===== src/hdl/lbp_pkg.sv =====
// Shared types and constants of the 3x3 local binary pattern operator.
`default_nettype none
package lbp_pkg;

  localparam int PIX_W  = 8;
  localparam int ROW_W  = 16;
  localparam int COL_W  = 10;
  localparam int FW_W   = 11;
  localparam int FH_W   = 16;
  localparam int CFG_W  = 16;
  localparam int QDEPTH = 4;
  localparam int QPTR_W = 2;
  localparam int QCNT_W = 3;

  localparam logic [FW_W-1:0] FW_RESET = 11'd640;
  localparam logic [FH_W-1:0] FH_RESET = 16'd480;

  typedef enum logic {
    REG_FRAME_WIDTH  = 1'b0,
    REG_FRAME_HEIGHT = 1'b1
  } cfg_index_t;

  typedef struct packed {
    logic             we;
    cfg_index_t       index;
    logic [CFG_W-1:0] data;
  } cfg_wr_t;

  typedef struct packed {
    logic prev_mid;
    logic prev_last;
    logic low_mid;
    logic low_last;
  } flags_t;

  typedef struct packed {
    logic [ROW_W-1:0] row;
    logic [COL_W-1:0] col;
    logic [PIX_W-1:0] code;
    flags_t           flags;
  } entry_t;

endpackage
`default_nettype wire


===== src/hdl/lbp_queue.sv =====
// Short queue of classified pixel entries between front and back end.
`default_nettype none
module lbp_queue import lbp_pkg::*; (
  input  logic              clk,
  input  logic              rst_n,
  input  logic              push,
  input  entry_t            push_data,
  input  logic              pop,
  output entry_t            head,
  output logic              head_valid,
  output logic [QCNT_W-1:0] count
);

  entry_t              mem_r [QDEPTH];
  logic [QPTR_W-1:0]   wr_ptr_r;
  logic [QPTR_W-1:0]   rd_ptr_r;
  logic [QCNT_W-1:0]   count_r;

  always_ff @(posedge clk) begin
    if (push) begin
      mem_r[wr_ptr_r] <= push_data;
    end
  end

  always_ff @(posedge clk) begin
    if (!rst_n) begin
      wr_ptr_r <= '0;
      rd_ptr_r <= '0;
      count_r  <= '0;
    end else begin
      if (push) begin
        wr_ptr_r <= wr_ptr_r + QPTR_W'(1);
      end
      if (pop) begin
        rd_ptr_r <= rd_ptr_r + QPTR_W'(1);
      end
      count_r <= count_r + QCNT_W'(push) - QCNT_W'(pop);
    end
  end

  assign head       = mem_r[rd_ptr_r];
  assign head_valid = (count_r != '0);
  assign count      = count_r;

endmodule
`default_nettype wire


===== config.mk =====
export PLATFORM = sky130hd
export DESIGN_NAME = lbp_queue
export DESIGN_NICKNAME = d
export VERILOG_FILES = /design/src/hdl/lbp_pkg.sv /design/src/hdl/lbp_queue.sv
export SDC_FILE = /design/constraint.sdc
export NUM_CORES = 1
export LEC_CHECK = 0
export BUFFER_PORTS_ARGS = -buffer_cell sky130_fd_sc_hd__buf_2
export CAP_MARGIN = 15
export CORE_UTILIZATION = 56
export CTS_CLUSTER_DIAMETER = 200
export CTS_CLUSTER_SIZE = 25
export DETAILED_ROUTE_END_ITERATION = 8
export PLACE_DENSITY = 0.82
export SETUP_SLACK_MARGIN = 0.15
export SLEW_MARGIN = 20
export SYNTH_ARGS = -nofsm -noshare
export SYNTH_HDL_FRONTEND = slang
export SYNTH_SLANG_ARGS = --single-unit

===== constraint.sdc =====
create_clock -name clk -period 2.5 [get_ports clk]
set_clock_uncertainty 0.2 [all_clocks]
set_input_delay 0.125 -clock clk [delete_from_list [all_inputs] [get_ports clk]]
set_output_delay 0.125 -clock clk [all_outputs]
set_load 0.01 [all_outputs]

=== Yosys cells after proc, flatten, opt, wreduce, memory -nomap -nowiden ===
Memories as Yosys holds them, arrays and structs flattened. A register that Yosys moved wholly into a read port is not among the register bits.
Index checks and enable logic that the tools add are counted.

* Flip-flop bits (word level): 7
* RAM bits: 152
* Output and inout port bits: 42
* Word-level logic and storage cells: 13
* Memories: 1

* Add/subtract/negate cells: 4
* Mux-type cells: 4
* Reduce and logical (&&, ||, !) cells: 1

{| class="wikitable"
|+ Memory list
! name !! words !! bits a word !! read ports !! clocked after memory_dff !! write ports !! line !! text
|-
| mem_r || 4 || 38 || 1 || 1 || 1 || lbp_queue.sv:14 || <nowiki>entry_t mem_r [QDEPTH];</nowiki>
|}

{| class="wikitable"
|+ Operators by type and width
! cell !! count
|-
| $add A2 B1 Y2 const B || 2
|-
| $mux W2 || 2
|-
| $add A3 B1 Y3 || 1
|-
| $reduce_bool A3 Y1 || 1
|-
| $sub A3 B1 Y3 || 1
|-
| $mux W1 || 2
|}

=== Depth between registers and ports, before layout ===
Gate-level depths: netlist (run 1).

* Depth after elaboration: 3
* Depth in mapped cells: 7
* Gate-level depth less buffers: 7

=== Worst setup path before layout (run 1) ===
No wires, ideal clock.

* Kind: flip-flop to flip-flop
* From: reg wr_ptr_r[0]
* To: mem mem_r[2][0] in the netlist's numbering (enable)
* Library setup time: 399 ps
* Arrival time: 1466 ps
* Slack: 435 ps
* Cell stages (with the launch flop): 4
* Path buffers: 0
* Clock period less this slack: 2065 ps
* Cell sequence: dfxtp_1 inv_1 ha_1 and2_1

{| class="wikitable"
|+ RTL lines
! item !! line !! text
|-
| from (decl) || lbp_queue.sv:15 || <nowiki>logic [QPTR_W-1:0] wr_ptr_r;</nowiki>
|-
| from (signal assigned) || lbp_queue.sv:32 || <nowiki>wr_ptr_r <= wr_ptr_r + QPTR_W'(1);</nowiki>
|-
| to (decl) || lbp_queue.sv:14 ||
|}

Straight into the memory's write port.

==> reports/qor.txt, run 1 <==
CTS tree: done
crit start category: flip-flop
drt wl/cell: 19.8 um
most frequent cells in the layout: edfxtp_1 (152), buf_2 (83), dlygate4sd3_1 (42), mux4_2 (38), clkbuf_16 (16)
Mapped Area: 5940 sq um
DPL Wire Length: 5.80 mm
Filler Cell Count: 609
vias in the first global route: 3,115
Syn Inst Count: 240
Hold WC Path Type: in -> reg
Starting Density: 57.8%
Final min period: 2230 ps
CP cell instances: buf_4, mux4_2, buf_2
status: completed
core footprint: 10,300 sq um
post-route setup TNS: 0 ps
nets: 433
total global-route track usage: 21.2%
placed instance area: 6560 sq um
htree depth: 4
synth unique cells: 20
GRT busiest layer: met2
residual DRC count: 0
worst reg2reg setup slack: 520 ps
Critical Path RT: 2170 ps
storage element area: 4750 sq um
Routed WL: 10.6 mm
largest net degree at the start of global routing: 39
met1 usage: 25.5%
largest family of logic cells by synthesized area: multiplexers
DR iter-0 viols: 178
die area: 11,000 sq um
critical path fanouts, max: 16
most common cell after layout, fill and taps aside: edfxtp_1
chip width: 105 um
die height: 105 um
RSZ-0062 raised after global routing: no
post-synthesis average cell area: 24.7 sq um
register area share after synthesis: 79.9%
Setup violations, final: 0
met3 Usage GRT: 6.30%
Skew-Pair Late Insertion Delay: 510 ps
Synth Area in Compound Gates: 0.253%
grt ovf: 0
worst stage delay on the critical path: 580 ps
Synth Area in Adders: 1.60%
Slew @ Worst Pin: 328 ps
Worst-path clk slew: 60 ps
CP arrival: 1900 ps
clock tree buffer depth: 2
crit share post-route: 89.1%
Critical-path top delay cell: mux4_2
GPL Wtd Cong: 0.678
io pins: 84
Setup CP Type: reg -> out
share of cells above drive strength 1: 41.6%
met2 Usage GRT: 36.4%
Final Max Slew Viols: 0
syn_nets: 289
mux share of post-synthesis cell area: 14.6%
initial antenna violation count: 0
Static Leakage: 2.67 nW
Synth area leader: edfxtp_1
n_diodes: 0
register bit total from synthesis: 161
YS warnings: 0
Yosys top cell area share: 76.9%
drt via density: 5.37
port bufs: 83
Simple-Gate Fraction of Synth Area: 1.18%
Post-CTS Setup Bufs: 0
Worst VDD drop: 0.000440 V
critical path endpoint category: primary output
via count: 2,861
max_slew headroom: 78.1%
first-pass iteration count of the detailed router: 4
top cells by area, synth: edfxtp_1 (77%), mux4_2 (14%), dfxtp_1 (3.0%)
Clock Root Buffer: clkbuf_8
area of the multi-input gates: 1090 sq um
Site Rows: 37
CTS Buf Count: 17
fmax: 0.449 GHz
Routed Antenna Nets: 0
Post-Synth XOR/XNOR Area: 0.696%
Final Hold Fails: 0
Sinks on Clock Net: 161
Max Cap Viol: 0
Layout area overhead: 28.0%
Final Cell Area: 7600 sq um
Cell Pwr Density: 846 nW/um^2
first-pass GRT wire length: 16.5 mm
## synthesized netlist by cell type
cell,n
fa_1,1
a21bo_2,1
mux2i_1,1
and2_1,6
buf_6,1
inv_1,7
mux4_2,38
nor2_1,5
or3_1,1
buf_4,1
buf_12,2
nand3b_1,1
edfxtp_1,152
xor3_1,1
clkbuf_1,1
xnor2_1,2
ha_1,6
buf_2,3
a21oi_1,1
dfxtp_1,9
## critical path, delay by kind of cell, from the launching register on
family                 cells  cell delay, ps
multiplexers               1             580
flip-flops                 1             330
buffers and inverters      2             460
## final timing paths
path / cells after the start / startpoint / end
setup reg to reg: 6 / count[0] / count[0]
hold reg to reg: 2 / rd_ptr_r[1] / flip-flop
hold / removal: 2 / push_data[11] / mem_r[2][11]
setup / recovery: 3 / flip-flop / head[10]
## repair_timing
item / in CTS / in global routing
gates resized for setup: 1 / 0
endpoints found under the setup margin: 4 / 0
hold buffers: 42 / 0
hold endpoints to repair: 161 / 0
## layer usage
metal  vias to the layer above  wire (um)
met5                         -          0
met4                         0        103
met3                        11        563
met2                        96       5730
met1                      1461       4160
li1                       1293          -
## flip-flops by register name, summed over array words and instances, names as in the netlist, named ones only
name      flops
count         3
rd_ptr_r      2
wr_ptr_r      2
mem_r       152
## cells by family (layout without fill, tap and decap cells)
kind of cell | after synthesis | count (layout)
xor+xnor | 3 | 3
buf+inv | 15 | 172
flops | 161 | 161
fa+ha+maj | 7 | 7
compound gates | 2 | 2
simple gates | 13 | 13
mux | 39 | 39
## stage by stage
step	util [%]	instances	total power [mW]	hold WS [ps]	worst slack (ps)
CTS	73.9	533	6.48	132	212
floorplan	-	240	3.58	23.9	435
global route	73.9	533	6.65	141	153
detailed placement	63.8	459	3.82	141	697
global placement	63.8	459	3.80	136	704
finish	73.9	533	6.43	152	272
## power by group
part	leakage, nW	internal [mW]	switching, mW
clock	0.287	1.67	0.941
combinational	0.908	0.349	0.319
sequential	1.47	3.10	0.0511
total	2.67	5.12	1.31
## area by class of cell
cell class / instances / share of cell area (%)
clock buffers: 22 / 5.96
repair buffers: 133 / 12.5
flip-flops and latches: 161 / 62.5
inverters: 7 / 0.346
multi-input cells: 64 / 14.4
clock inverters: 10 / 2.11
well taps: 136 / 2.24
Note: power is estimated with default switching activity, not from simulation.
==> run 2: changes to the inputs <==
--- a/config.mk
+++ b/config.mk
@@ -7,7 +7,9 @@
 export LEC_CHECK = 0
 export BUFFER_PORTS_ARGS = -buffer_cell sky130_fd_sc_hd__buf_2
 export CAP_MARGIN = 15
-export CORE_UTILIZATION = 56
+export CELL_PAD_IN_SITES_DETAIL_PLACEMENT = 2
+export CELL_PAD_IN_SITES_GLOBAL_PLACEMENT = 2
+export CORE_UTILIZATION = 44
 export CTS_CLUSTER_DIAMETER = 200
 export CTS_CLUSTER_SIZE = 25
 export DETAILED_ROUTE_END_ITERATION = 8
==> reports/qor.txt, run 2 (same netlist as run 1, synthesis figures left out) <==
status: completed
Worst VDD drop: 0.000561 V
Layout area overhead: 28.5%
post-CTS sizing: 0
core footprint: 13,200 sq um
DR iter-0 viols: 213
nets: 437
die area: 14,000 sq um
htree depth: 4
Static Leakage: 2.67 nW
Max Cap Viol: 0
CP arrival: 1750 ps
via count: 2,964
first-pass GRT wire length: 21.0 mm
Skew-Pair Late Insertion Delay: 420 ps
Final Max Slew Viols: 0
critical path endpoint category: primary output
total global-route track usage: 21.6%
GPL Wtd Cong: 0.678
Setup violations, final: 0
most frequent cells in the layout: edfxtp_1 (152), buf_2 (83), dlygate4sd3_1 (42), mux4_2 (38), clkbuf_16 (17)
pre-CTS setup slack: 614 ps
Site Rows: 42
Setup CP Type: reg -> out
crit share post-route: 83.0%
CTS Buf Count: 17
max_slew headroom: 72.9%
share of cells above drive strength 1: 42.9%
Routed WL: 13.8 mm
chip width: 118 um
Slew @ Worst Pin: 406 ps
Filler Cell Count: 1,091
Biggest register: mem_r
Hold WC Path Type: in -> reg
drt wl/cell: 23.8 um
Routed Antenna Nets: 0
crit start category: flip-flop
die height: 118 um
RSZ-0062 raised after global routing: no
vias in the first global route: 3,402
Starting Density: 45.0%
Worst-path clk slew: 70 ps
Clock Root Buffer: clkbuf_16
drt via density: 5.14
Cell Pwr Density: 834 nW/um^2
DPL Wire Length: 8.06 mm
Final min period: 2080 ps
critical path fanouts, max: 18
max FFs per register: 152
largest net degree at the start of global routing: 30
grt ovf: 0
Sinks on Clock Net: 161
first-pass iteration count of the detailed router: 4
n_diodes: 0
CTS tree: done
post-route setup TNS: 0 ps
Final Hold Fails: 0
most common cell after layout, fill and taps aside: edfxtp_1
clock tree buffer depth: 2
final worst setup slack: 424 ps
initial antenna violation count: 1
Critical Path RT: 2170 ps
port bufs: 83
residual DRC count: 0
io pins: 84
fmax: 0.482 GHz
-- run 2: cell types whose count changed in the layout (fill, tap and decap cells not counted), moves of 2 or more --
cell,change
inv_6,+7
buf_4,+5
bufinv_16,-4
clkbuf_1,-3
clkbuf_8,-3
inv_8,+3
clkinv_2,-2
clkinv_4,+2
-- run 2: final timing paths --
check	slack [ps]	start	depth (start not counted)	end
max	420	flip-flop	3	head[23]
min reg2reg	380	rd_ptr_r[0]	2	flip-flop
min	250	push_data[9]	2	mem_r[1][9]
max reg2reg	550	count[0]	6	count[0]
-- run 2: metal layers --
| layer | part of all wire, % | global-route usage, % | vias up |
|---|---|---|---|
| met5 | 0 | 0 | - |
| met4 | 1.2 | 6.97 | 0 |
| met3 | 4.2 | 4.78 | 24 |
| met2 | 51 | 35.6 | 118 |
| met1 | 44 | 28.9 | 1523 |
| li1 | - | - | 1299 |
-- run 2: area by class of cell --
type	instances	area, sq um	area share (%)
timing repair buffer	137	976	12.8
inverter	7	26.3	0.345
sequential	161	4750	62.3
clock inverter	15	135	1.77
clock buffer	17	425	5.58
multi-input combinational	64	1090	14.3
tap	176	220	2.89
-- run 2: repair_timing --
item | CTS | global route
setup buffers | 3 | 0
hold buffers | 42 | 0
setup endpoints to repair | 1 | 0
hold endpoints to repair | 161 | 0
-- run 2: per-stage QoR --
| step | utilization, % | instances | area [sq um] | hold slack [ps] | power [mW] |
|---|---|---|---|---|---|
| 6_report | 57.8 | 577 | 7620 | 247 | 6.36 |
| 2_1_floorplan | - | 240 | 5940 | 23.9 | 3.58 |
| 5_1_grt | 57.8 | 577 | 7620 | 253 | 6.56 |
| 3_5_place_dp | 50.2 | 500 | 6620 | 142 | 3.86 |
| 4_1_cts | 57.8 | 577 | 7620 | 222 | 6.36 |
| 3_3_place_gp | 50.2 | 500 | 6620 | 135 | 3.81 |
-- run 2: report_power, final --
| group | switching [mW] | leakage [nW] | internal (mW) |
|---|---|---|---|
| registers | 0.0628 | 1.47 | 3.10 |
| clock network | 1.18 | 0.268 | 1.32 |
| logic | 0.342 | 0.927 | 0.358 |
| total | 1.59 | 2.67 | 4.77 |
-- run 2: critical path, stage by stage (launching register included) --
cell     delay, ps
dfxtp_4        400
buf_12         200
mux4_2         560
buf_2          170
==> run 3: changes to the inputs <==
==> constraint.sdc (replaced) <==
create_clock -name clk -period 2 [get_ports clk]
set_clock_uncertainty 0.2 [all_clocks]
set_input_delay 0.1 -clock clk [delete_from_list [all_inputs] [get_ports clk]]
set_output_delay 0.1 -clock clk [all_outputs]
set_load 0.01 [all_outputs]
==> reports/qor.txt, run 3 (same netlist as run 1, synthesis figures left out) <==
Biggest register: mem_r
status: complete, but fails checks
Starting Density: 45.0%
RSZ-0062 raised after global routing: yes
worst reg2reg setup slack: 220 ps
chip width: 118 um
Switching Fraction: 23.4%
residual DRC count: 0
failing checks: negative setup slack
initial antenna violation count: 0
final worst setup slack: -99.8 ps
Final Hold Fails: 0
crit start category: flip-flop
fmax: 0.476 GHz
most frequent cells in the layout: edfxtp_1 (152), buf_2 (51), dlygate4sd3_1 (41), mux4_2 (38), buf_6 (33)
Worst VDD drop: 0.000966 V
CTS Buf Count: 17
total global-route track usage: 25.1%
pre-CTS setup slack: 202 ps
Routed Antenna Nets: 0
Layout area overhead: 34.5%
DR iter-0 viols: 288
GPL Wtd Cong: 0.651
Filler Cell Count: 1,039
n_diodes: 0
Setup violations, final: 35
core footprint: 13,200 sq um
clock tree buffer depth: 2
grt ovf: 0
largest net degree at the start of global routing: 29
drt wl/cell: 28.4 um
DPL Wire Length: 8.40 mm
Setup CP Type: reg -> out
Hold WC Path Type: in -> reg
htree depth: 4
Static Leakage: 2.82 nW
drt via density: 5.25
Clock Root Buffer: clkbuf_16
CTS tree: done
Critical Path RT: 1700 ps
Skew-Pair Late Insertion Delay: 420 ps
via count: 3,063
Slew @ Worst Pin: 391 ps
post-route setup TNS: -1340 ps
Sinks on Clock Net: 161
Final min period: 2100 ps
critical path endpoint category: primary output
die height: 118 um
crit share post-route: 105%
Max Cap Viol: 0
most common cell after layout, fill and taps aside: edfxtp_1
CP arrival: 1800 ps
Clk pwr share: 39.4%
max FFs per register: 152
net switching power: 1.96 mW
Cell Pwr Density: 1050 nW/um^2
vias in the first global route: 3,440
Site Rows: 42
share of cells above drive strength 1: 43.5%
part of the power in registers: 47.2%
critical path fanouts, max: 4
nets: 443
Routed WL: 16.6 mm
io pins: 84
internal power: 6.42 mW
Logic pwr share: 13.4%
port bufs: 83
Worst-path clk slew: 70 ps
Power Total: 8.38 mW
max_slew headroom: 74.0%
first-pass GRT wire length: 23.9 mm
first-pass iteration count of the detailed router: 4
Final Max Slew Viols: 0
die area: 14,000 sq um
-- run 3: worst max-delay path: stages, from the launching register on --
cell and delay, ps:
dfxtp_4 400, buf_12 140, clkbuf_16 150, mux4_2 530
buf_2 160
-- run 3: path summary, 6_finish.rpt --
kind / cells after the start / to / from
worst max-delay path: 4 / head[25] / flip-flop
worst min-delay path: 2 / mem_r[0][33] / push_data[33]
worst max register to register: 7 / count[2] / count[0]
worst min register to register: 2 / wr_ptr_r[0] / wr_ptr_r[0]
-- run 3: stage by stage --
| step | cell area (sq um) | hold slack (ps) | util, % | instances |
|---|---|---|---|---|
| after floorplan | 5940 | -1.13 | - | 240 |
| after global placement | 6650 | 109 | 50.4 | 503 |
| after detailed placement | 6650 | 123 | 50.4 | 503 |
| after CTS | 7880 | 204 | 59.8 | 581 |
| after global routing | 7980 | 231 | 60.5 | 583 |
| final | 7980 | 232 | 60.5 | 583 |
-- run 3: power groups by stage --
stage	logic [mW]	clock network, mW	registers (mW)
6_report	1.12	3.30	3.96
5_1_grt	1.18	3.47	3.97
4_1_cts	1.05	3.29	3.95
3_5_place_dp	0.824	0	4.02
3_3_place_gp	0.787	0	3.99
2_1_floorplan	0.481	0	3.99
-- run 3: area by class of cell --
type | count | area (sq um) | area share [%]
sequential | 161 | 4750 | 59.5
timing repair buffer | 143 | 1320 | 16.5
multi-input combinational | 64 | 1090 | 13.7
clock buffer | 18 | 429 | 5.38
tap | 176 | 220 | 2.76
clock inverter | 14 | 146 | 1.83
inverter | 7 | 26.3 | 0.329
-- run 3: repair_timing --
item                       CTS  global route
cloned                       2             1
hold buffers                41             0
gates resized for setup     25            13
setup buffers                3             1
hold endpoints to repair   161             0
setup endpoints to repair   38            42
-- run 3: metal layers --
layer	GRT usage [%]	share of wire, %	vias up
li1	-	-	1309
met4	6.97	0.94	0
met5	0	0	-
met3	5.89	5.8	10
met1	34.3	42	1610
met2	40.6	51	134
