$ cat config.mk
export PLATFORM = sky130hd
export DESIGN_NAME = lbp_back
export DESIGN_NICKNAME = d
export VERILOG_FILES = /design/src/hdl/lbp_pkg.sv /design/src/hdl/lbp_back.sv
export SDC_FILE = /design/constraint.sdc
export NUM_CORES = 1
export LEC_CHECK = 0
export ABC_CLOCK_PERIOD_IN_PS = 3000
export BUFFER_PORTS_ARGS = -buffer_cell sky130_fd_sc_hd__buf_2
export CAP_MARGIN = 20
export CORE_MARGIN = 3
export CORE_UTILIZATION = 50
export CTS_BUF_LIST = sky130_fd_sc_hd__clkbuf_4 sky130_fd_sc_hd__clkbuf_8
export CTS_CLUSTER_SIZE = 24
export DETAILED_ROUTE_END_ITERATION = 10
export PLACE_DENSITY_LB_ADDON = 0.08
export RECOVER_POWER = 25
export SYNTH_ARGS = -nofsm -noshare
export SYNTH_HDL_FRONTEND = slang
export SYNTH_SLANG_ARGS = --single-unit
$ cat constraint.sdc
create_clock -name clk -period 3 [get_ports clk]
set_input_delay 0.45 -clock clk [delete_from_list [all_inputs] [get_ports clk]]
set_output_delay 0.45 -clock clk [all_outputs]
set_load 0.05 [all_outputs]
$ cat src/hdl/lbp_pkg.sv
// Shared types and constants of the 3x3 local binary pattern operator.
`default_nettype none
package lbp_pkg;

  localparam int PIX_W  = 8;
  localparam int ROW_W  = 16;
  localparam int COL_W  = 10;
  localparam int FW_W   = 11;
  localparam int FH_W   = 16;
  localparam int CFG_W  = 16;
  localparam int QDEPTH = 4;
  localparam int QPTR_W = 2;
  localparam int QCNT_W = 3;

  localparam logic [FW_W-1:0] FW_RESET = 11'd640;
  localparam logic [FH_W-1:0] FH_RESET = 16'd480;

  typedef enum logic {
    REG_FRAME_WIDTH  = 1'b0,
    REG_FRAME_HEIGHT = 1'b1
  } cfg_index_t;

  typedef struct packed {
    logic             we;
    cfg_index_t       index;
    logic [CFG_W-1:0] data;
  } cfg_wr_t;

  typedef struct packed {
    logic prev_mid;
    logic prev_last;
    logic low_mid;
    logic low_last;
  } flags_t;

  typedef struct packed {
    logic [ROW_W-1:0] row;
    logic [COL_W-1:0] col;
    logic [PIX_W-1:0] code;
    flags_t           flags;
  } entry_t;

endpackage
`default_nettype wire

$ cat src/hdl/lbp_back.sv
// Back end: expands each queued entry into its result items.
`default_nettype none
module lbp_back import lbp_pkg::*; (
  input  logic             clk,
  input  logic             rst_n,
  input  entry_t           head,
  input  logic             head_valid,
  output logic             pop,
  output logic             out_valid,
  input  logic             out_ready,
  output logic [ROW_W-1:0] out_row,
  output logic [COL_W-1:0] out_col,
  output logic [PIX_W-1:0] pattern_code,
  output logic             frame_end
);

  entry_t           cur_r;
  flags_t           mask_r;
  flags_t           mask_nxt;
  flags_t           sel;
  logic             out_valid_r;
  logic             out_valid_nxt;
  logic [ROW_W-1:0] row_r;
  logic [COL_W-1:0] col_r;
  logic [PIX_W-1:0] code_r;
  logic             end_r;
  logic             can_emit;
  logic             emit;
  logic [ROW_W-1:0] row_nxt;
  logic [COL_W-1:0] col_nxt;
  logic [PIX_W-1:0] code_nxt;
  logic             end_nxt;

  always_comb begin
    can_emit = !out_valid_r || out_ready;
    emit     = (mask_r != '0) && can_emit;
    sel      = '0;
    row_nxt  = cur_r.row;
    col_nxt  = cur_r.col;
    code_nxt = '0;
    end_nxt  = 1'b0;
    if (mask_r.prev_mid) begin
      sel.prev_mid = 1'b1;
      row_nxt      = cur_r.row - ROW_W'(1);
      col_nxt      = cur_r.col - COL_W'(1);
      code_nxt     = cur_r.code;
    end else if (mask_r.prev_last) begin
      sel.prev_last = 1'b1;
      row_nxt       = cur_r.row - ROW_W'(1);
    end else if (mask_r.low_mid) begin
      sel.low_mid = 1'b1;
      col_nxt     = cur_r.col - COL_W'(1);
    end else if (mask_r.low_last) begin
      sel.low_last = 1'b1;
      end_nxt      = 1'b1;
    end
    mask_nxt      = emit ? flags_t'(mask_r & ~sel) : mask_r;
    pop           = head_valid && (mask_nxt == '0);
    out_valid_nxt = emit || (out_valid_r && !out_ready);
  end

  always_ff @(posedge clk) begin
    if (!rst_n) begin
      mask_r      <= '0;
      out_valid_r <= 1'b0;
    end else begin
      mask_r      <= pop ? head.flags : mask_nxt;
      out_valid_r <= out_valid_nxt;
    end
  end

  always_ff @(posedge clk) begin
    if (pop) begin
      cur_r <= head;
    end
    if (emit) begin
      row_r  <= row_nxt;
      col_r  <= col_nxt;
      code_r <= code_nxt;
      end_r  <= end_nxt;
    end
  end

  assign out_valid    = out_valid_r;
  assign out_row      = row_r;
  assign out_col      = col_r;
  assign pattern_code = code_r;
  assign frame_end    = end_r;

endmodule
`default_nettype wire

== Word level (Yosys, flattened, before mapping) ==
Cells that the tools add are included.
Storage, ports and cells
  register bits after elaboration: 74
  input bits: 42
  output and inout port bits: 37
Cells by class
  add/subtract/negate cells: 2
  mux-type cells: 14
  bitwise logic cells: 2
  reduce and logical (&&, ||, !) cells: 10
Operators by type and width (number)
  $mux W16: 2
  $mux W10: 3
  $sub A16 B1 Y16 const B: 1
  $sub A10 B1 Y10 const B: 1
  $mux W4: 2
  $mux W1: 5
  $and A4 B4 Y4: 1
  $logic_not A4 Y1: 1
  $not A4 Y4: 1
  $reduce_bool A4 Y1: 1
  $logic_and A1 B1 Y1: 3
  $mux W3: 1
  $logic_not A1 Y1: 2
  $logic_or A1 B1 Y1: 2
  $mux W2: 1
  $reduce_or A2 Y1: 1

== Logic depth before layout (Yosys ltp) ==
Gate-level depths: netlist of the first run.
  word-level depth: 10
  depth in mapped cells: 7
  mapped depth without buffers: 6

== Worst setup path before layout of the first run ==
OpenSTA, ideal clock, no wires.
  path kind: reg2reg
  start point: reg out_valid_r (netlist: out_valid)
  end point: reg cur_r[10] (netlist name), enable pin
  data arrival time: 3161 ps
  slack: -616 ps
  cell stages (with the launch flop): 5
  period minus slack after synthesis: 3616 ps
  cell sequence: dfxtp_1 -> nor2b_1 -> o31ai_1 -> nand3_1 -> nor2_1
Between the ends
  cells in the longest elaborated chain, start to end: 6
RTL lines
  start: declaration: RTL line lbp_back.sv:21  | logic out_valid_r;
  start signal: assignment: RTL line lbp_back.sv:68  | out_valid_r <= out_valid_nxt;
  $logic_not A1 Y1: RTL line lbp_back.sv:35  | can_emit = !out_valid_r || out_ready;
  $logic_or A1 B1 Y1: RTL line lbp_back.sv:35
  $logic_and A1 B1 Y1: RTL line lbp_back.sv:36  | emit = (mask_r != '0) && can_emit;
  $mux W4: RTL line lbp_back.sv:57  | mask_nxt = emit ? flags_t'(mask_r & ~sel) : mask_r;
  $logic_not A4 Y1: RTL line lbp_back.sv:58  | pop = head_valid && (mask_nxt == '0);
  $logic_and A1 B1 Y1: RTL line lbp_back.sv:58
  net pop: RTL line lbp_back.sv:8  | output logic pop,
  end signal: assignment: RTL line lbp_back.sv:74  | cur_r <= head;
  end: declaration: RTL line lbp_back.sv:17  | entry_t cur_r;
The timed path passes the listed nets, and every way through them passes these cells.
A chain may end at the register's enable or synchronous reset.

== Final worst setup path of the first run ==
  start point: reg out_valid_r (netlist: out_valid)
  end point: out pop
Between the ends
  cells in the longest elaborated chain, start to end: 6
RTL lines (RTL line)
  $logic_not A1 Y1: lbp_back.sv:35
  $logic_or A1 B1 Y1: lbp_back.sv:35
  $logic_and A1 B1 Y1: lbp_back.sv:36
  $mux W4: lbp_back.sv:57
  $logic_not A4 Y1: lbp_back.sv:58
  $logic_and A1 B1 Y1: lbp_back.sv:58
  end: declaration: lbp_back.sv:8
Every way passes these cells.

==> results.cfg, run 1 <==
[outcome]
status = complete, no violations

[place]
gp_congestion = 0.856
io_buffers = 78
pre_cts_ws_ns = 0.783
hpwl_um = 3340
place_area_sq_um = 3350
placedCellCount = 328

[drt]
wire_per_inst_um = 13.5
num_vias = 1698
routed_wl_um = 4630
drtAntennaViolNets = 0
drt-initial-drc-count = 88
dr.pass1.iters = 4
vias_per_cell = 4.94
drc_errors = 0

[global_route]
track_usage_pct = 15.7
grt_max_degree = 35
grt_pass1_vias = 1645
overflow = 0
grt_pass1_wl_um = 7600
antenna_found_initial = 0

[logic_synthesis]
synth_edf_count = 69
synth.net_count = 227
yosysWarnings = 0
ys_ff_latch = 74
yosysUniqueCellTypes = 29
ys_async_sr_fraction_pct = 0
synth_flop_cell = edfxtp_1
syn_inst = 183
yosysSeqAreaShare_pct = 75.8
synth_area_sq_um = 2870
avgSynthCellArea_sq_um = 15.7

[floorplan]
die_h_um = 81.7
die_x_um = 81.7
rows = 26
ios = 79
die_area_sq_um = 6670
core_region_area_sq_um = 5340
start_util_pct = 53.7

[setup_path]
cp-start-kind = register
crit_type = reg2out
critical_path_required_ns = 2.55
endpoint_kind = output port
crit_arrival_ns = 1.93
cp_max_fo = 6

[timing]
setup_viol = 0
relSlewSlack_pct = 59.5
rsz0062_at_grt = no
fin_skew_ns = 0.00636
fin_crit_ns = 2.38
slew_viol_final = 0
setup-tns-final_ns = 0
hold_viol_final = 0
fmax_mhz = 421
final.period_utilization_pct = 79.2
tightest_slew_ns = 0.602
setup_ws_ns = 0.624

[layout]
final_nets = 313
final_util_pct = 66.8
fin_area_sq_um = 3560
area_growth_pct = 24.3
drive_gt1_share_pct = 36.1
instances_no_fill = 344
antennaDiodeCount = 0

[hold_path]
worstHoldPathType = in2reg

[clock_tree]
cts_root_buffer = clkbuf_8
postCtsSetupBuffers = 0
cts_tree = built
cts_buffers = 9
clkLatencyLatePin_ns = 0.33
cts_hold_buf = 0
clk_path_buf_depth = 2
path_clk_slew_ns = 0.07
cts_htree_levels = 3
clock-sinks = 74
ctsResizeCount = 0

[power_and_ir_drop]
vdd_drop_max_uv = 402
leakage_nw = 1.41
p_per_area_nw_per_um2 = 714

[run]
cap_violations = 0
==> synth_stat cells (3+ instances only) <==
cell type / count / area share (%)
nor3_1: 7 / 1.2
nor4_1: 3 / 0.66
or3_1: 4 / 0.87
nand3_1: 3 / 0.52
o21ai_0: 5 / 0.87
inv_1: 5 / 0.66
o211ai_1: 3 / 0.79
nor2_1: 12 / 1.6
xnor2_1: 5 / 1.5
o31ai_1: 6 / 1.6
nand2_1: 10 / 1.3
dfxtp_1: 5 / 3.5
xor2_1: 16 / 4.9
edfxtp_1: 69 / 72
and2_1: 9 / 2.0
clkbuf_1: 4 / 0.52
==> cells in the final DEF, fill, tap and decap left out <==
cell type / instances
or4_4: 1
nand2_1: 10
xnor2_1: 5
clkbuf_8: 9
inv_1: 5
or2_2: 1
nor3_1: 7
nand3_1: 3
o211ai_1: 3
a21oi_1: 2
edfxtp_1: 69
a21boi_0: 1
and2_0: 7
clkinv_1: 3
o31ai_1: 6
nor4_4: 1
ha_1: 2
clkinv_2: 1
nor2_4: 2
o21ai_0: 5
nor2b_1: 2
or4b_4: 1
o2111ai_1: 1
or3_1: 4
mux2i_1: 1
dfxtp_1: 5
and2_1: 2
nor2_1: 10
buf_2: 78
buf_4: 2
xor2_1: 16
clkinvlp_4: 1
or4_1: 1
nand2b_1: 2
bufinv_16: 2
nor4_1: 3
==> worst max-delay path, cell delays in order, from the launching register on <==
cell	delay (ns)
dfxtp_1	0.34
nor2b_1	0.41
a21oi_1	0.13
a21oi_1	0.42
nor2_4	0.07
buf_2	0.22
==> routing by layer <==
metal  part of all wire (%)  global-route usage [%]  up-vias
li1                       -                       -      851
met1                     41                    19.9      778
met2                     50                    25.2       65
met3                    7.8                    4.93        4
met4                   0.56                    6.48        0
met5                      0                       0        -
==> area by class of cell <==
class | instances | area [sq um]
clock buffer | 9 | 124
inverter | 5 | 18.8
timing repair buffer | 80 | 405
clock inverter | 7 | 83.8
multi-input combinational | 99 | 671
tap | 70 | 87.6
sequential | 74 | 2170
fill | 400 | 1770
==> flip-flops by register name, indices dropped and copies added (netlist names) <==
signal        count
cur_r            34
out_row          16
out_col          10
pattern_code      8
mask_r            4
frame_end         1
out_valid         1
==> stage by stage <==
stage / power (mW) / hold slack [ns]
global placement: 1.78 / 0.504
floorplan: 1.66 / 0.487
finish: 2.55 / 0.291
detailed placement: 1.78 / 0.515
global route: 2.66 / 0.266
CTS: 2.57 / 0.273
==> final timing paths <==
check,start,to,slack (ns),cells past startpoint
worst max-delay path,out_valid,pop,0.62,5
worst min-delay path,head[10],cur_r[10],0.29,1
worst max register to register,cur_r[26],out_row[15],0.84,4
worst min register to register,cur_r[4],pattern_code[0],0.53,1
==> power breakdown <==
part	switching [mW]	internal (mW)	leakage, nW
clock	0.335	0.458	0.102
sequential	0.0463	1.27	0.708
combinational	0.343	0.0977	0.597
==> kinds of logic (layout without fill, tap and decap cells) <==
| logic type | after synthesis | count (layout) | synth area share (%) |
|---|---|---|---|
| buffers and inverters | 10 | 101 | 1.31 |
| adders and majority gates | 2 | 2 | 0.873 |
| xor gates and xnor gates | 21 | 21 | 6.42 |
| muxes | 1 | 1 | 0.349 |
| DFF | 74 | 74 | 75.8 |
| and+or+nand+nor | 57 | 57 | 11.1 |
| AOI/OAI and AO/OA | 18 | 18 | 4.15 |
Note: power is estimated with default switching activity, not from simulation.
==> inputs of run 2 (changes only) <==
--- a/config.mk
+++ b/config.mk
@@ -5,7 +5,7 @@
 export SDC_FILE = /design/constraint.sdc
 export NUM_CORES = 1
 export LEC_CHECK = 0
-export ABC_CLOCK_PERIOD_IN_PS = 3000
+export ABC_CLOCK_PERIOD_IN_PS = 2200
 export BUFFER_PORTS_ARGS = -buffer_cell sky130_fd_sc_hd__buf_2
 export CAP_MARGIN = 20
 export CORE_MARGIN = 3
==> constraint.sdc (replaced) <==
create_clock -name clk -period 2.2 [get_ports clk]
set_input_delay 0.33 -clock clk [delete_from_list [all_inputs] [get_ports clk]]
set_output_delay 0.33 -clock clk [all_outputs]
set_load 0.05 [all_outputs]
==> results.cfg, run 2 (synthesis results as in run 1) <==
[drt]
wire_per_inst_um = 13.7
drc_errors = 0
vias_per_cell = 4.90
drtAntennaViolNets = 0
drt-initial-drc-count = 76
num_vias = 1705
routed_wl_um = 4780
dr.pass1.iters = 4

[clock_tree]
cts_buffers = 9
postCtsSetupBuffers = 0
cts_htree_levels = 3
cts_tree = built
cts_hold_buf = 0
path_clk_slew_ns = 0.07
cts_root_buffer = clkbuf_8
clk_path_buf_depth = 2
ctsResizeCount = 0
clock-sinks = 74
clkLatencyLatePin_ns = 0.33

[floorplan]
die_h_um = 81.7
die_x_um = 81.7
die_area_sq_um = 6670
core_region_area_sq_um = 5340
rows = 26
start_util_pct = 53.7
ios = 79

[timing]
relSlewSlack_pct = 36.5
setup_viol = 0
setup-tns-final_ns = 0
fin_crit_ns = 2.12
fin_skew_ns = 0.00528
holdWs_ns = 0.170
final.period_utilization_pct = 96.4
tightest_slew_ns = 0.950
hold_viol_final = 0
fmax_mhz = 472
slew_viol_final = 0

[global_route]
grt_pass1_wl_um = 7540
track_usage_pct = 15.9
antenna_found_initial = 0
overflow = 0
grt_pass1_vias = 1649
grt_max_degree = 36

[power_and_ir_drop]
p_per_area_nw_per_um2 = 915
p_comb_share_pct = 18.8
power_switching_mw = 0.969
power.total_mw = 3.25
p_int_mw = 2.29
clkPwrFrac_pct = 26.3
vdd_drop_max_uv = 574
leakage_nw = 1.41
switching_share_pct = 29.8
power_frac_seq_pct = 54.9

[layout]
fin_area_sq_um = 3560
antennaDiodeCount = 0
final_common_cell = buf_2
largest_register = cur_r
final_cell_mix = buf_2, edfxtp_1, xor2_1, nor2_1, nand2_1
final_nets = 318
area_growth_pct = 24.2
fillers = 411
largest_reg_flops = 34
final_util_pct = 66.7
drive_gt1_share_pct = 37.8

[place]
io_buffers = 78
gp_congestion = 0.797
place_area_sq_um = 3400
hpwl_um = 3400

[setup_path]
worstSetupStartpoint = cur_r[27]
rrSetupSlack_ns = 0.08
reg2regPathDepth = 4
endpoint_kind = register
reg2reg_from = cur_r[27]
critical_path_required_ns = 2.27
r2r_end = out_row[15]
crit_arrival_ns = 2.19
cp_max_fo = 5
worstSetupEndpoint = out_row[15]
cp-start-kind = register
crit_type = reg2reg

[outcome]
status = complete, no violations

[hold_path]
worstHoldStart = head[16]
worstHoldPathType = in2reg

[run]
cap_violations = 0
-- run 2: changes by cell type in the layout (fill, tap and decap cells not counted), moves of 2 or more --
cell | before | now
bufinv_16 | 2 | 0
buf_4 | 2 | 5
clkbuf_1 | 0 | 3
clkbuf_4 | 0 | 2
and2_1 | 2 | 5
and2_0 | 7 | 4
-- run 2: stage by stage --
step | setup WS [ns] | cells
after floorplan | 0.0208 | 183
after global placement | 0.134 | 333
after detailed placement | 0.103 | 333
after CTS | 0.0654 | 348
after global routing | -0.00200 | 348
final | 0.0802 | 348
-- run 2: worst min path at each step --
stage                endpoint  cells past startpoint
floorplan           cur_r[10]                      0
global placement     cur_r[9]                      1
detailed placement  cur_r[11]                      1
CTS                 cur_r[16]                      1
global route         cur_r[6]                      1
finish              cur_r[16]                      1
-- run 2: layout make-up --
class | instances | area [sq um] | area share [%]
clock buffer | 11 | 139 | 3.90
clock inverter | 4 | 20.0 | 0.563
inverter | 5 | 18.8 | 0.527
multi-input combinational | 99 | 683 | 19.2
sequential | 74 | 2180 | 61.1
tap | 70 | 87.6 | 2.46
timing repair buffer | 85 | 434 | 12.2
-- run 2: per-layer routing --
metal  GRT usage (%)  share of wire [%]  up-vias  wire length (um)
li1                -                  -      858                 -
met1            19.7                 42      769              2030
met2            24.8                 48       72              2310
met3            5.15                7.8        6               372
met4            8.31                1.3        0                64
met5               0                  0        -                 0
-- run 2: critical path, cell delays in order (launching register included) --
cell and delay, ns:
edfxtp_1 0.42, or4_4 0.57, or4b_4 0.55, nor4_4 0.24
xor2_1 0.09
-- run 2: power by group through the flow --
stage               clock, mW  sequential, mW  combinational (mW)
floorplan                   0            2.12               0.140
global placement            0            1.81               0.615
detailed placement          0            1.82               0.622
CTS                     0.879            1.79               0.623
global route            0.937            1.80               0.654
finish                  0.854            1.79               0.613
==> inputs of run 3 (changes only) <==
--- a/config.mk
+++ b/config.mk
@@ -15,6 +15,8 @@
 export DETAILED_ROUTE_END_ITERATION = 10
 export PLACE_DENSITY_LB_ADDON = 0.08
 export RECOVER_POWER = 25
+export SETUP_SLACK_MARGIN = 0.3
+export SLEW_MARGIN = 5
 export SYNTH_ARGS = -nofsm -noshare
 export SYNTH_HDL_FRONTEND = slang
 export SYNTH_SLANG_ARGS = --single-unit
==> results.cfg, run 3 (synthesis results as in run 1) <==
[outcome]
status = complete, no violations

[layout]
drive_gt1_share_pct = 41.3
final_cell_mix = buf_2, edfxtp_1, xor2_1, nand2_1
final_common_cell = buf_2
antennaDiodeCount = 0
fillers = 389
area_growth_pct = 26.2
largest_register = cur_r
largest_reg_flops = 34
instances_no_fill = 351
final_nets = 320

[floorplan]
die_x_um = 81.7
rows = 26
die_area_sq_um = 6670
ios = 79
die_h_um = 81.7
core_region_area_sq_um = 5340
start_util_pct = 53.7

[clock_tree]
cts_tree = built
cts_htree_levels = 3
clock-sinks = 74
cts_root_buffer = clkbuf_8
cts_buffers = 9
path_clk_slew_ns = 0.08
clk_path_buf_depth = 2
clkLatencyLatePin_ns = 0.33

[setup_path]
crit_type = reg2reg
critical_path_required_ns = 2.28
cp_max_fo = 3
crit_arrival_ns = 2.11
cp-start-kind = register
endpoint_kind = register

[timing]
setup_viol = 0
relSlewSlack_pct = 36.3
holdWs_ns = 0.169
hold_viol_final = 0
tightest_slew_ns = 0.954
rsz0062_at_grt = yes
fin_skew_ns = 0.00707
fin_crit_ns = 2.03
slew_viol_final = 0
fmax_mhz = 492
final.period_utilization_pct = 92.4
setup-tns-final_ns = 0

[power_and_ir_drop]
p_int_mw = 2.28
power.total_mw = 3.30
leakage_nw = 1.42
p_per_area_nw_per_um2 = 912
p_comb_share_pct = 18.8
power_frac_seq_pct = 54.2
clkPwrFrac_pct = 27.0
power_switching_mw = 1.02
vdd_drop_max_uv = 487
switching_share_pct = 30.9

[hold_path]
worstHoldPathType = in2reg

[drt]
drtAntennaViolNets = 0
drc_errors = 0
routed_wl_um = 4660
drt-initial-drc-count = 115
dr.pass1.iters = 4
num_vias = 1737
wire_per_inst_um = 13.3
vias_per_cell = 4.95

[global_route]
grt_pass1_wl_um = 7410
grt_pass1_vias = 1670
antenna_found_initial = 0
track_usage_pct = 15.6
grt_max_degree = 36
overflow = 0

[place]
placedCellCount = 331
hpwl_um = 3270
gp_congestion = 0.833
io_buffers = 78

[run]
cap_violations = 0
-- run 3: final cells by class --
type	count	area [sq um]	share of cell area [%]
clock inverters	7	45.0	1.25
multi-input cells	99	707	19.6
well taps	70	87.6	2.42
repair buffers	87	455	12.6
clock buffers	9	124	3.43
inverters	5	18.8	0.519
flip-flops and latches	74	2180	60.2
-- run 3: stage by stage --
stage | instance area (sq um) | setup slack [ns] | util, %
6_report | 3610 | 0.167 | 67.8
5_1_grt | 3610 | 0.101 | 67.8
4_1_cts | 3600 | 0.184 | 67.4
3_5_place_dp | 3400 | 0.109 | 63.6
3_3_place_gp | 3400 | 0.163 | 63.6
2_1_floorplan | 2890 | 0.0647 | -
-- run 3: worst paths after layout --
path | depth (start not counted) | startpoint | slack, ns | endpoint
setup reg to reg | 4 | cur_r[25] | 0.17 | out_row[15]
setup / recovery | 4 | cur_r[25] | 0.17 | out_row[15]
hold / removal | 1 | head[29] | 0.17 | cur_r[29]
hold reg to reg | 2 | mask_r[0] | 0.53 | mask_r[0]
-- run 3: what timing repair did --
item | in CTS | in global routing
setup endpoints to repair | 5 | 43
pin swaps | 3 | 2
endpoints found under the hold margin | 0 | 0
hold buffers | 0 | 0
gates resized for setup | 3 | 4
setup buffers | 3 | 1
-- run 3: routing by layer --
| layer | wire, um | GRT usage (%) | up-vias | part of all wire [%] |
|---|---|---|---|---|
| met5 | 0 | 0 | - | 0 |
| met4 | 127 | 10.3 | 0 | 2.7 |
| met3 | 327 | 4.06 | 13 | 7.0 |
| met2 | 2260 | 24.3 | 71 | 49 |
| met1 | 1940 | 19.2 | 790 | 42 |
| li1 | - | - | 863 | - |
-- run 3: critical path, stage by stage (launching register included) --
cell and delay (ns):
edfxtp_1 0.42, or4_4 0.57, or4b_4 0.54, nor4_4 0.16, xor2_1 0.09
-- run 3: power groups by stage --
stage | Sequential [mW] | Combinational [mW] | Clock (mW)
floorplan | 2.12 | 0.141 | 0
global placement | 1.82 | 0.611 | 0
detailed placement | 1.82 | 0.616 | 0
CTS | 1.79 | 0.626 | 0.921
global route | 1.80 | 0.661 | 0.977
finish | 1.79 | 0.620 | 0.890
